==> config.mk <==
export PLATFORM = sky130hd
export DESIGN_NAME = m4ct_front
export DESIGN_NICKNAME = d
export VERILOG_FILES = /design/src/rtl/m4ct_pkg.sv /design/src/rtl/m4ct_front.sv
export SDC_FILE = /design/constraint.sdc
export NUM_CORES = 1
export LEC_CHECK = 0
export ABC_AREA = 1
export BUFFER_PORTS_ARGS = -buffer_cell sky130_fd_sc_hd__buf_2
export CORE_MARGIN = 2
export CORE_UTILIZATION = 57
export CTS_CLUSTER_DIAMETER = 80
export DETAILED_ROUTE_END_ITERATION = 8
export MAX_ROUTING_LAYER = met4
export PLACE_DENSITY = 0.94
export SLEW_MARGIN = 20
export SYNTH_ARGS = -nofsm -noshare
export SYNTH_HDL_FRONTEND = slang
export SYNTH_SLANG_ARGS = --single-unit
==> constraint.sdc <==
create_clock -name clk -period 11.2 [get_ports clk]
set_clock_uncertainty 0.15 [all_clocks]
set_input_delay 1.12 -clock clk [delete_from_list [all_inputs] [get_ports clk]]
set_output_delay 1.12 -clock clk [all_outputs]
set_load 0.01 [all_outputs]
==> src/rtl/m4ct_pkg.sv <==
// Shared types and constants for the 4x4 matrix column transform unit.
package m4ct_pkg;

	localparam int DATA_W      = 32;
	localparam int NUM_ROWS    = 4;
	localparam int NUM_ELEMS   = NUM_ROWS * NUM_ROWS;
	localparam int INDEX_W     = $clog2(NUM_ELEMS);
	localparam int PROD_W      = 2 * DATA_W;
	localparam int PAIR_W      = PROD_W + 1;
	localparam int ACC_W       = PROD_W + 2;
	localparam int FRAC_BITS   = 16;
	localparam int QUEUE_DEPTH = 2;

	localparam logic OP_LOAD  = 1'b0;
	localparam logic OP_XFORM = 1'b1;

	typedef struct packed {
		logic                      opcode;
		logic [INDEX_W-1:0]        elem_index;
		logic signed [DATA_W-1:0]  elem_value;
		logic signed [DATA_W-1:0]  col_in_0;
		logic signed [DATA_W-1:0]  col_in_1;
		logic signed [DATA_W-1:0]  col_in_2;
		logic signed [DATA_W-1:0]  col_in_3;
	} in_item_t;

	typedef struct packed {
		logic signed [DATA_W-1:0]  res_0;
		logic signed [DATA_W-1:0]  res_1;
		logic signed [DATA_W-1:0]  res_2;
		logic signed [DATA_W-1:0]  res_3;
		logic                      saturated;
	} out_item_t;

	// A load carries its value in col[0]; a transform carries the right column.
	typedef struct packed {
		logic                              is_xform;
		logic [INDEX_W-1:0]                index;
		logic [NUM_ROWS-1:0][DATA_W-1:0]   col;
	} cmd_t;

endpackage

==> src/rtl/m4ct_front.sv <==
// Front end: accepts input transactions, classifies them and queues the commands.
module m4ct_front (
	input  logic              clk,
	input  logic              arst_n,
	input  logic              in_valid,
	output logic              in_ready,
	input  m4ct_pkg::in_item_t in_data,
	output logic              cmd_valid,
	input  logic              cmd_ready,
	output m4ct_pkg::cmd_t    cmd
);
	import m4ct_pkg::*;

	localparam int PtrW = (QUEUE_DEPTH > 1) ? $clog2(QUEUE_DEPTH) : 1;
	localparam int CntW = $clog2(QUEUE_DEPTH + 1);

	cmd_t            cmd_in;
	cmd_t            entry_q [QUEUE_DEPTH];
	logic [PtrW-1:0] wr_ptr_q;
	logic [PtrW-1:0] rd_ptr_q;
	logic [CntW-1:0] count_q;
	logic            push;
	logic            pop;

	always_comb begin
		cmd_in.is_xform = (in_data.opcode == OP_XFORM);
		cmd_in.index    = in_data.elem_index;
		if (cmd_in.is_xform) begin
			cmd_in.col[0] = in_data.col_in_0;
			cmd_in.col[1] = in_data.col_in_1;
			cmd_in.col[2] = in_data.col_in_2;
			cmd_in.col[3] = in_data.col_in_3;
		end else begin
			cmd_in.col    = '0;
			cmd_in.col[0] = in_data.elem_value;
		end
	end

	assign in_ready  = (count_q != CntW'(QUEUE_DEPTH));
	assign cmd_valid = (count_q != '0);
	assign cmd       = entry_q[rd_ptr_q];
	assign push      = in_valid && in_ready;
	assign pop       = cmd_valid && cmd_ready;

	always_ff @(posedge clk) begin
		if (push) begin
			entry_q[wr_ptr_q] <= cmd_in;
		end
	end

	always_ff @(posedge clk or negedge arst_n) begin
		if (!arst_n) begin
			wr_ptr_q <= '0;
			rd_ptr_q <= '0;
			count_q  <= '0;
		end else begin
			if (push) begin
				wr_ptr_q <= (wr_ptr_q == PtrW'(QUEUE_DEPTH - 1)) ? '0 : wr_ptr_q + 1'b1;
			end
			if (pop) begin
				rd_ptr_q <= (rd_ptr_q == PtrW'(QUEUE_DEPTH - 1)) ? '0 : rd_ptr_q + 1'b1;
			end
			if (push && !pop) begin
				count_q <= count_q + 1'b1;
			end else if (pop && !push) begin
				count_q <= count_q - 1'b1;
			end
		end
	end

endmodule

==> results of run 1 <==
per-layer routing:
layer / vias up / global-route usage / wire [um]
met1: 3628 / 0.273 / 9280
li1: 3662 / - / -
met4: 0 / 0.0805 / 668
met3: 55 / 0.0487 / 1950
met5: - / - / 0
met2: 373 / 0.416 / 13200
area by class of cell:
type / count / area (um2)
timing repair buffer: 311 / 1600
tap: 265 / 332
clock buffer: 39 / 761
clock inverter: 9 / 93.8
antenna: 1 / 2.50
multi-input combinational: 545 / 2380
inverter: 103 / 389
fill: 1282 / 5690
sequential: 270 / 8090
synth_stat cells (all sizes together):
master | number | share of area
xnor2 | 1 | 0.00078
dfrtp | 4 | 0.0089
edfxtp | 266 | 0.71
nand2 | 505 | 0.17
inv | 103 | 0.035
buf | 43 | 0.031
nand3 | 2 | 0.00089
nor2 | 2 | 0.00067
nand4 | 1 | 0.00056
mux2 | 32 | 0.037
ha | 1 | 0.0011
xor2 | 1 | 0.00078
state kept, by name, summed over array words and instances (netlist names):
name      count
wr_ptr_q      1
rd_ptr_q      1
entry_q     266
count_q       2
per-stage QoR:
step,power (W),setup slack [ps]
finish,0.00340,7220
global route,0.00358,7110
CTS,0.00341,6980
detailed placement,0.00255,7510
global placement,0.00250,7560
floorplan,0.00217,3670
cells by family (layout without fill, tap and decap cells):
| group | count (synthesis) | after routing |
|---|---|---|
| AND/OR/NAND/NOR | 510 | 510 |
| flip-flops | 270 | 270 |
| buffers and inverters | 146 | 462 |
| multiplexers | 32 | 32 |
| XOR/XNOR | 2 | 2 |
| adder cells (fa/ha/maj) | 1 | 1 |
| other | 0 | 1 |
power groups by stage:
stage | combinational (W) | sequential, W | clock (W)
after global placement | 0.00101 | 0.00149 | 0
after floorplan | 0.000669 | 0.00150 | 0
after detailed placement | 0.00104 | 0.00150 | 0
after global routing | 0.00116 | 0.00150 | 0.000914
final | 0.00105 | 0.00148 | 0.000861
after CTS | 0.00105 | 0.00148 | 0.000870
worst max-delay path: cells and delay by family, from the launching register on:
kind | cells | cell delay (ps)
flops | 1 | 710
simple gates | 2 | 230
buf+inv | 4 | 1180
worst min path at each step:
stage	slack [ps]	to	start	cells past startpoint
5_1_grt	240	wr_ptr_q	arst_n	1
4_1_cts	240	rd_ptr_q	arst_n	1
3_3_place_gp	330	count_q[1]	count_q[1]	2
2_1_floorplan	310	count_q[1]	count_q[1]	2
6_report	250	rd_ptr_q	arst_n	1
3_5_place_dp	360	count_q[0]	count_q[0]	1
cells in the final DEF (no fill, tap or decap), drive strengths merged:
| master | instances |
|---|---|
| ha | 1 |
| edfxtp | 266 |
| nor2 | 2 |
| nand3 | 2 |
| diode | 1 |
| nand2 | 505 |
| clkbuf | 39 |
| mux2 | 32 |
| nand4 | 1 |
| clkinvlp | 1 |
| buf | 311 |
| inv | 103 |
| bufinv | 2 |
| xnor2 | 1 |
| dfrtp | 4 |
| xor2 | 1 |
| clkinv | 6 |
==> flow_metrics.env, run 1 <==
export IMPL_io_buffers=303
export IMPL_dp_cells=1493
export IMPL_clk_pin_slew_worst_paths_ps=60
export IMPL_maxCapViolations=0
export IMPL_worst_ep_arrival_time_ps=2710
export IMPL_place_area_um2=12800
export IMPL_yosysSeqAreaShare=0.723
export IMPL_cpPeakStageDelay_ps=710
export IMPL_area_growth_pct=22.0
export IMPL_synth_simple_gate_area_frac=0.172
export IMPL_crit_required_ps=9930
export IMPL_p_per_area_nw_per_um2=249
export IMPL_finalNonFillerCells=1543
export IMPL_drv_slew=0
export IMPL_grtUsageTotal=0.237
export IMPL_die_area_um2=20800
export IMPL_ir_worst_vdd_mv=0.170
export IMPL_grt_pass1_wl_um=37000
export IMPL_drc=0
export IMPL_fin_crit_ps=3980
export IMPL_switchingPower_w=0.00114
export IMPL_critPathLaunchType="flip-flop"
export IMPL_io_pins=304
export IMPL_wl_um=25100
export IMPL_die_h_um=144
export IMPL_tritoncts="yes"
export IMPL_avgSynthCellArea_um2=11.6
export IMPL_gp_congestion=0.821
export IMPL_cts_sinks=270
export IMPL_r2r_cells=5
export IMPL_synth_compound_area_frac=0
export IMPL_cts_root_buf="clkbuf_16"
export IMPL_syn_inst=961
export IMPL_post_route_period_util=0.356
export IMPL_fin_tns_setup_ps=0
export IMPL_cp_max_fo=73
export IMPL_hold_buffers=0
export IMPL_fin_nets=1427
export IMPL_yosys_warnings=0
export IMPL_vias_per_cell=5.00
export IMPL_cts_made_buffers=26
export IMPL_critical_path_class="reg2out"
export IMPL_power_frac_comb=0.310
export IMPL_slew_headroom=0.268
export IMPL_rows=51
export IMPL_pwr_share_clk=0.253
export IMPL_dpl_hpwl_um=16300
export IMPL_yosysUniqueCellTypes=16
export IMPL_synth_seq_cells=270
export IMPL_slowest_stage="dfrtp_4"
export IMPL_fmax_ghz=0.251
export IMPL_worst_pin_slew_ps=1100
export IMPL_path_common_cell="nand2_1"
export IMPL_first_pass_iters=7
export IMPL_start_util=0.578
export IMPL_final_layout_size_suffix_gt1_frac=0.301
export IMPL_r2r_start="count_q[0]"
export IMPL_cts_max_level=1
export IMPL_vias=7718
export IMPL_synth_mux_area_frac=0.0373
export IMPL_core_area_um2=19300
export IMPL_cts_repair_resized=0
export IMPL_path_cells="inv_4 -> buf_4 -> buf_16 -> nand2_1 -> nand2_1 -> buf_2"
export IMPL_seq_power_share=0.437
export IMPL_reg2reg_to="entry_q[0][3]"
export IMPL_internal_power_w=0.00225
export IMPL_setup_violations=0
export IMPL_cts_setup_buffers=0
export IMPL_clk_latency_ps=510
export IMPL_swShare=0.337
export IMPL_hold_violations=0
export IMPL_wl_per_cell_um=16.3
export IMPL_hold_ws_ps=252
export IMPL_synth_top_family_by_area="simple AND/OR/NAND/NOR gates"
export IMPL_crit_end="cmd[92]"
export IMPL_cp_startpoint="rd_ptr_q"
export IMPL_fin_area_um2=13600
export IMPL_r2r_setup_slack_ps=8660
export IMPL_run_status="finished, final reports clean"
export IMPL_drt_iter0_markers=452
export IMPL_grt_pass1_vias=7699
export IMPL_synth_fa_ha_area_frac=0.00112
export IMPL_rsz0062_at_grt="no"
export IMPL_syn_cell_area_um2=11200
export IMPL_worstSetupEndpointType="primary output"
export IMPL_synth_xor_area_share=0.00157
export IMPL_drtAntennaViolNets=0
export IMPL_synth_fp_nets=1131
export IMPL_antenna_found_initial=1
export IMPL_grt_max_degree=105
export IMPL_fin_util=0.706
export IMPL_clock_path_buffers=3
export IMPL_die_x_um=144
export IMPL_worstHoldPathType="in2async"
export IMPL_grt_overflow=0
export IMPL_leakage_nw=6.65
Power figures use the tool's default switching activity.
==> run 2: changes to the inputs <==
--- a/config.mk
+++ b/config.mk
@@ -8,11 +8,11 @@
 export ABC_AREA = 1
 export BUFFER_PORTS_ARGS = -buffer_cell sky130_fd_sc_hd__buf_2
 export CORE_MARGIN = 2
-export CORE_UTILIZATION = 57
+export CORE_UTILIZATION = 47
 export CTS_CLUSTER_DIAMETER = 80
 export DETAILED_ROUTE_END_ITERATION = 8
 export MAX_ROUTING_LAYER = met4
-export PLACE_DENSITY = 0.94
+export PLACE_DENSITY = 0.84
 export SLEW_MARGIN = 20
 export SYNTH_ARGS = -nofsm -noshare
 export SYNTH_HDL_FRONTEND = slang
==> constraint.sdc (replaced) <==
create_clock -name clk -period 3.4 [get_ports clk]
set_clock_uncertainty 0.15 [all_clocks]
set_input_delay 0.34 -clock clk [delete_from_list [all_inputs] [get_ports clk]]
set_output_delay 0.34 -clock clk [all_outputs]
set_load 0.01 [all_outputs]
==> flow_metrics.env, run 2 (synthesized netlist as in run 1, its figures left out) <==
export IMPL_run_status="finished, final reports clean"
export IMPL_worstHoldPathType="in2reg"
export IMPL_vias_per_cell=4.87
export IMPL_hold_violations=0
export IMPL_slowest_stage="dfrtp_4"
export IMPL_min_path_cells=2
export IMPL_dpl_hpwl_um=16100
export IMPL_cp_startpoint="rd_ptr_q"
export IMPL_hold_ws_ps=23.1
export IMPL_fin_util=0.657
export IMPL_path_common_cell="nand2_1"
export IMPL_io_pins=304
export IMPL_swShare=0.347
export IMPL_reg2reg_to="entry_q[1][5]"
export IMPL_cp_max_fo=40
export IMPL_final_layout_size_suffix_gt1_frac=0.269
export IMPL_cts_root_buf="clkbuf_16"
export IMPL_clk_latency_ps=520
export IMPL_switchingPower_w=0.00398
export IMPL_post_route_period_util=0.790
export IMPL_dp_cells=1550
export IMPL_io_buffers=303
export IMPL_maxCapViolations=0
export IMPL_cts_max_level=1
export IMPL_cts_sinks=270
export IMPL_cts_made_buffers=27
export IMPL_critical_path_buf_inv_count=3
export IMPL_drtAntennaViolNets=0
export IMPL_path_cells="inv_4 -> buf_4 -> nand2_1 -> nand2_1 -> buf_2"
export IMPL_final_cell_mix="nand2_1 (505), buf_2 (302), edfxtp_1 (266), dlygate4sd3_1 (160), inv_1 (102)"
export IMPL_cts_setup_buffers=0
export IMPL_r2r_cells=5
export IMPL_power_w=0.0115
export IMPL_first_pass_iters=5
export IMPL_slew_headroom=0.381
export IMPL_p_per_area_nw_per_um2=747
export IMPL_seq_power_share=0.419
export IMPL_final_common_cell="nand2_1"
export IMPL_antenna_found_initial=6
export IMPL_tritoncts="yes"
export IMPL_drt_iter0_markers=510
export IMPL_reg_largest_list="entry_q x266, count_q x2"
export IMPL_clock_path_buffers=3
export IMPL_cts_repair_resized=0
export IMPL_worstSetupEndpointType="primary output"
export IMPL_setup_violations=0
export IMPL_grtUsageTotal=0.237
export IMPL_start_util=0.478
export IMPL_die_x_um=158
export IMPL_hp_start="in_data[148]"
export IMPL_cpPeakStageDelay_ps=500
export IMPL_rsz0062_at_grt="no"
export IMPL_regMostFlops="entry_q"
export IMPL_clk_pin_slew_worst_paths_ps=60
export IMPL_finalNonFillerCells=1764
export IMPL_power_frac_comb=0.336
export IMPL_grt_overflow=0
export IMPL_wl_um=30000
export IMPL_r2r_setup_slack_ps=1480
export IMPL_area_growth_pct=37.4
export IMPL_grt_max_degree=135
export IMPL_crit_required_ps=2910
export IMPL_internal_power_w=0.00750
export IMPL_grt_pass1_vias=9053
export IMPL_pwr_share_clk=0.245
export IMPL_fillers=1612
export IMPL_ir_worst_vdd_mv=0.471
export IMPL_core_area_um2=23400
export IMPL_worst_ep_arrival_time_ps=2200
export IMPL_fmax_ghz=0.372
export IMPL_crit_family="buffers and inverters"
export IMPL_drv_slew=0
export IMPL_drc=0
export IMPL_rows=56
export IMPL_die_area_um2=25000
export IMPL_fin_nets=1590
export IMPL_leakage_nw=7.34
export IMPL_min_to="entry_q[0][20]"
export IMPL_vias=8592
export IMPL_worst_pin_slew_ps=928
export IMPL_critical_path_class="reg2out"
export IMPL_largest_reg_flops=266
export IMPL_fin_area_um2=15400
export IMPL_die_h_um=158
export IMPL_r2r_start="count_q[0]"
export IMPL_critPathLaunchType="flip-flop"
export IMPL_fin_crit_ps=2690
export IMPL_place_area_um2=12900
export IMPL_gp_congestion=0.828
export IMPL_hold_buffers=160
export IMPL_grt_pass1_wl_um=44600
export IMPL_wl_per_cell_um=17.0
[run 2: worst max path at each step]
stage	endpoint	slack, ps	cells after the start
after CTS	cmd[1]	730	5
after global placement	entry_q[0][100]	1410	4
after global routing	cmd[16]	620	5
final	cmd[16]	710	5
after floorplan	entry_q[0][0]	-1350	4
after detailed placement	entry_q[0][99]	1340	4
[run 2: cell type report]
class | count | area [um2] | area share
Clock buffer | 30 | 687 | 0.0447
Inverter | 103 | 389 | 0.0253
Multi-Input combinational cell | 545 | 2380 | 0.155
Antenna cell | 6 | 15.0 | 0.000977
Clock inverter | 18 | 139 | 0.00903
Timing Repair Buffer | 473 | 3270 | 0.213
Tap cell | 319 | 399 | 0.0260
Sequential cell | 270 | 8090 | 0.526
[run 2: through the flow]
step | TNS, ps | worst slack (ps)
2_1_floorplan | -357740 | -1350
3_3_place_gp | 0 | 1410
3_5_place_dp | 0 | 1340
4_1_cts | 0 | 733
5_1_grt | 0 | 621
6_report | 0 | 715
[run 2: power groups by stage]
| stage | Clock (W) | Combinational [W] | Sequential [W] |
|---|---|---|---|
| 4_1_cts | 0.00285 | 0.00381 | 0.00480 |
| 5_1_grt | 0.00300 | 0.00424 | 0.00486 |
| 3_3_place_gp | 0 | 0.00354 | 0.00482 |
| 6_report | 0.00281 | 0.00386 | 0.00481 |
| 2_1_floorplan | 0 | 0.00221 | 0.00488 |
| 3_5_place_dp | 0 | 0.00363 | 0.00486 |
[run 2: layer usage]
layer	vias to the layer above	GRT usage	part of all wire	wire length, um
li1	4001	-	-	-
met1	4021	0.264	0.37	11200
met2	471	0.416	0.51	15300
met3	99	0.0471	0.074	2230
met4	0	0.103	0.040	1190
met5	-	-	0	0
[run 2: worst register-to-register path, cell delays in order (launching register included)]
cell and delay (ps):
dfrtp_1 390, inv_1 90, nand2_1 100, nand2_1 190, nor2_4 210, buf_12 340
==> run 3: changes to the inputs <==
==> constraint.sdc (replaced) <==
create_clock -name clk -period 2.16 [get_ports clk]
set_clock_uncertainty 0.15 [all_clocks]
set_input_delay 0.216 -clock clk [delete_from_list [all_inputs] [get_ports clk]]
set_output_delay 0.216 -clock clk [all_outputs]
set_load 0.01 [all_outputs]
==> flow_metrics.env, run 3 (synthesized netlist as in run 1, its figures left out) <==
export IMPL_slew_headroom=0.592
export IMPL_fmax_ghz=0.467
export IMPL_multiInputGateArea_um2=2420
export IMPL_vias=8815
export IMPL_min_path_cells=3
export IMPL_drv_slew=0
export IMPL_fin_tns_setup_ps=0
export IMPL_crit_family="flip-flops"
export IMPL_grtUsageTotal=0.241
export IMPL_crit_required_ps=1790
export IMPL_grt_pass1_vias=9088
export IMPL_rows=56
export IMPL_worst_ep_arrival_time_ps=1780
export IMPL_path_cells="inv_12 -> buf_16 -> nand2_1 -> nand2_1 -> buf_6"
export IMPL_worstHoldPathType="in2reg"
export IMPL_drt_iter0_markers=838
export IMPL_critical_path_class="reg2out"
export IMPL_r2r_setup_slack_ps=450
export IMPL_die_h_um=158
export IMPL_clk_pin_slew_worst_paths_ps=60
export IMPL_drc=0
export IMPL_grt_max_degree=70
export IMPL_critPathLaunchType="flip-flop"
export IMPL_first_pass_iters=6
export IMPL_reg_largest_list="entry_q x266, count_q x2"
export IMPL_cts_max_level=1
export IMPL_clock_path_buffers=3
export IMPL_hp_start="in_data[164]"
export IMPL_path_common_cell="nand2_1"
export IMPL_critical_path_buf_inv_count=3
export IMPL_gp_congestion=0.857
export IMPL_fin_nets=1608
export IMPL_core_area_um2=23400
export IMPL_r2r_cells=5
export IMPL_wl_per_cell_um=17.8
export IMPL_seq_area_um2=8090
export IMPL_slowest_stage="dfrtp_4"
export IMPL_cts_made_buffers=27
export IMPL_dpl_hpwl_um=16100
export IMPL_power_frac_comb=0.361
export IMPL_vias_per_cell=4.96
export IMPL_setup_violations=0
export IMPL_pwr_share_clk=0.239
export IMPL_largest_reg_flops=266
export IMPL_worstSetupEndpointType="primary output"
export IMPL_io_buffers=303
export IMPL_start_util=0.478
export IMPL_fin_crit_ps=2140
export IMPL_seq_power_share=0.400
export IMPL_clk_latency_ps=510
export IMPL_internal_power_w=0.0124
export IMPL_power_w=0.0190
export IMPL_swShare=0.348
export IMPL_min_to="entry_q[0][37]"
export IMPL_p_per_area_nw_per_um2=1210
export IMPL_wl_um=31700
export IMPL_area_growth_pct=41.0
export IMPL_drtAntennaViolNets=0
export IMPL_r2r_start="count_q[0]"
export IMPL_leakage_nw=7.50
export IMPL_maxCapViolations=0
export IMPL_hold_violations=0
export IMPL_cts_root_buf="clkbuf_16"
export IMPL_tritoncts="yes"
export IMPL_final_layout_size_suffix_gt1_frac=0.279
export IMPL_switchingPower_w=0.00663
export IMPL_ir_worst_vdd_mv=0.763
export IMPL_regMostFlops="entry_q"
export IMPL_die_area_um2=25000
export IMPL_cpPeakStageDelay_ps=590
export IMPL_fillers=1544
export IMPL_cp_max_fo=33
export IMPL_final_common_cell="nand2_1"
export IMPL_reg2reg_to="entry_q[0][7]"
export IMPL_grt_overflow=0
export IMPL_post_route_period_util=0.992
export IMPL_worst_pin_slew_ps=612
export IMPL_io_pins=304
export IMPL_cts_sinks=270
export IMPL_die_x_um=158
export IMPL_rsz0062_at_grt="yes"
export IMPL_antenna_found_initial=1
export IMPL_final_cell_mix="nand2_1 (494), buf_2 (289), edfxtp_1 (266), dlygate4sd3_1 (168), inv_1 (101)"
export IMPL_run_status="finished, final reports clean"
export IMPL_grt_pass1_wl_um=45200
-- run 3: area by class of cell --
class	count	area share
tap	319	0.0253
sequential	270	0.513
timing repair inverter	2	0.00111
timing repair buffer	489	0.228
inverter	103	0.0253
antenna	1	0.000159
clock buffer	33	0.0443
multi-input combinational	545	0.153
clock inverter	15	0.00944
-- run 3: tightest hold or removal path, stage by stage --
cell,delay [ps]
buf_4,290
nand2_1,120
inv_1,50
-- run 3: per-stage QoR --
step / instances / utilization / cell area [um2] / worst slack (ps) / hold WS, ps
global route: 1777 / 0.674 / 15800 / -65.8 / 230
detailed placement: 1552 / 0.555 / 13000 / 400 / -120
floorplan: 961 / - / 11200 / -989 / -230
global placement: 1552 / 0.555 / 13000 / 386 / -121
finish: 1777 / 0.674 / 15800 / 16.8 / 201
CTS: 1769 / 0.666 / 15600 / 3.55 / 150
-- run 3: repair_timing --
action                                  in CTS  in global routing
setup buffers                                0                  3
hold endpoints to repair                   270                  0
hold buffers                               168                  0
gates resized for setup                      8                 24
endpoints found under the setup margin     125                 92
gates cloned                                 1                  4
-- run 3: how the worst max path moves through the flow --
stage	from	end	slack, ps	depth (start not counted)
final	rd_ptr_q	cmd[5]	20	5
after global routing	rd_ptr_q	cmd[61]	-70	5
after CTS	rd_ptr_q	cmd[124]	4	5
after detailed placement	rd_ptr_q	cmd[39]	400	5
after global placement	rd_ptr_q	cmd[39]	390	5
after floorplan	count_q[0]	entry_q[0][0]	-990	4
-- run 3: routing by layer --
layer / GRT usage / part of all wire
met2: 0.427 / 0.51
met3: 0.0425 / 0.078
met4: 0.106 / 0.042
met5: - / 0
met1: 0.269 / 0.37
-- run 3: power by group through the flow --
stage,Combinational (W),Sequential [W],Clock (W)
floorplan,0.00351,0.00760,0
global placement,0.00573,0.00757,0
detailed placement,0.00586,0.00764,0
CTS,0.00628,0.00757,0.00460
global route,0.00742,0.00771,0.00484
finish,0.00686,0.00762,0.00455
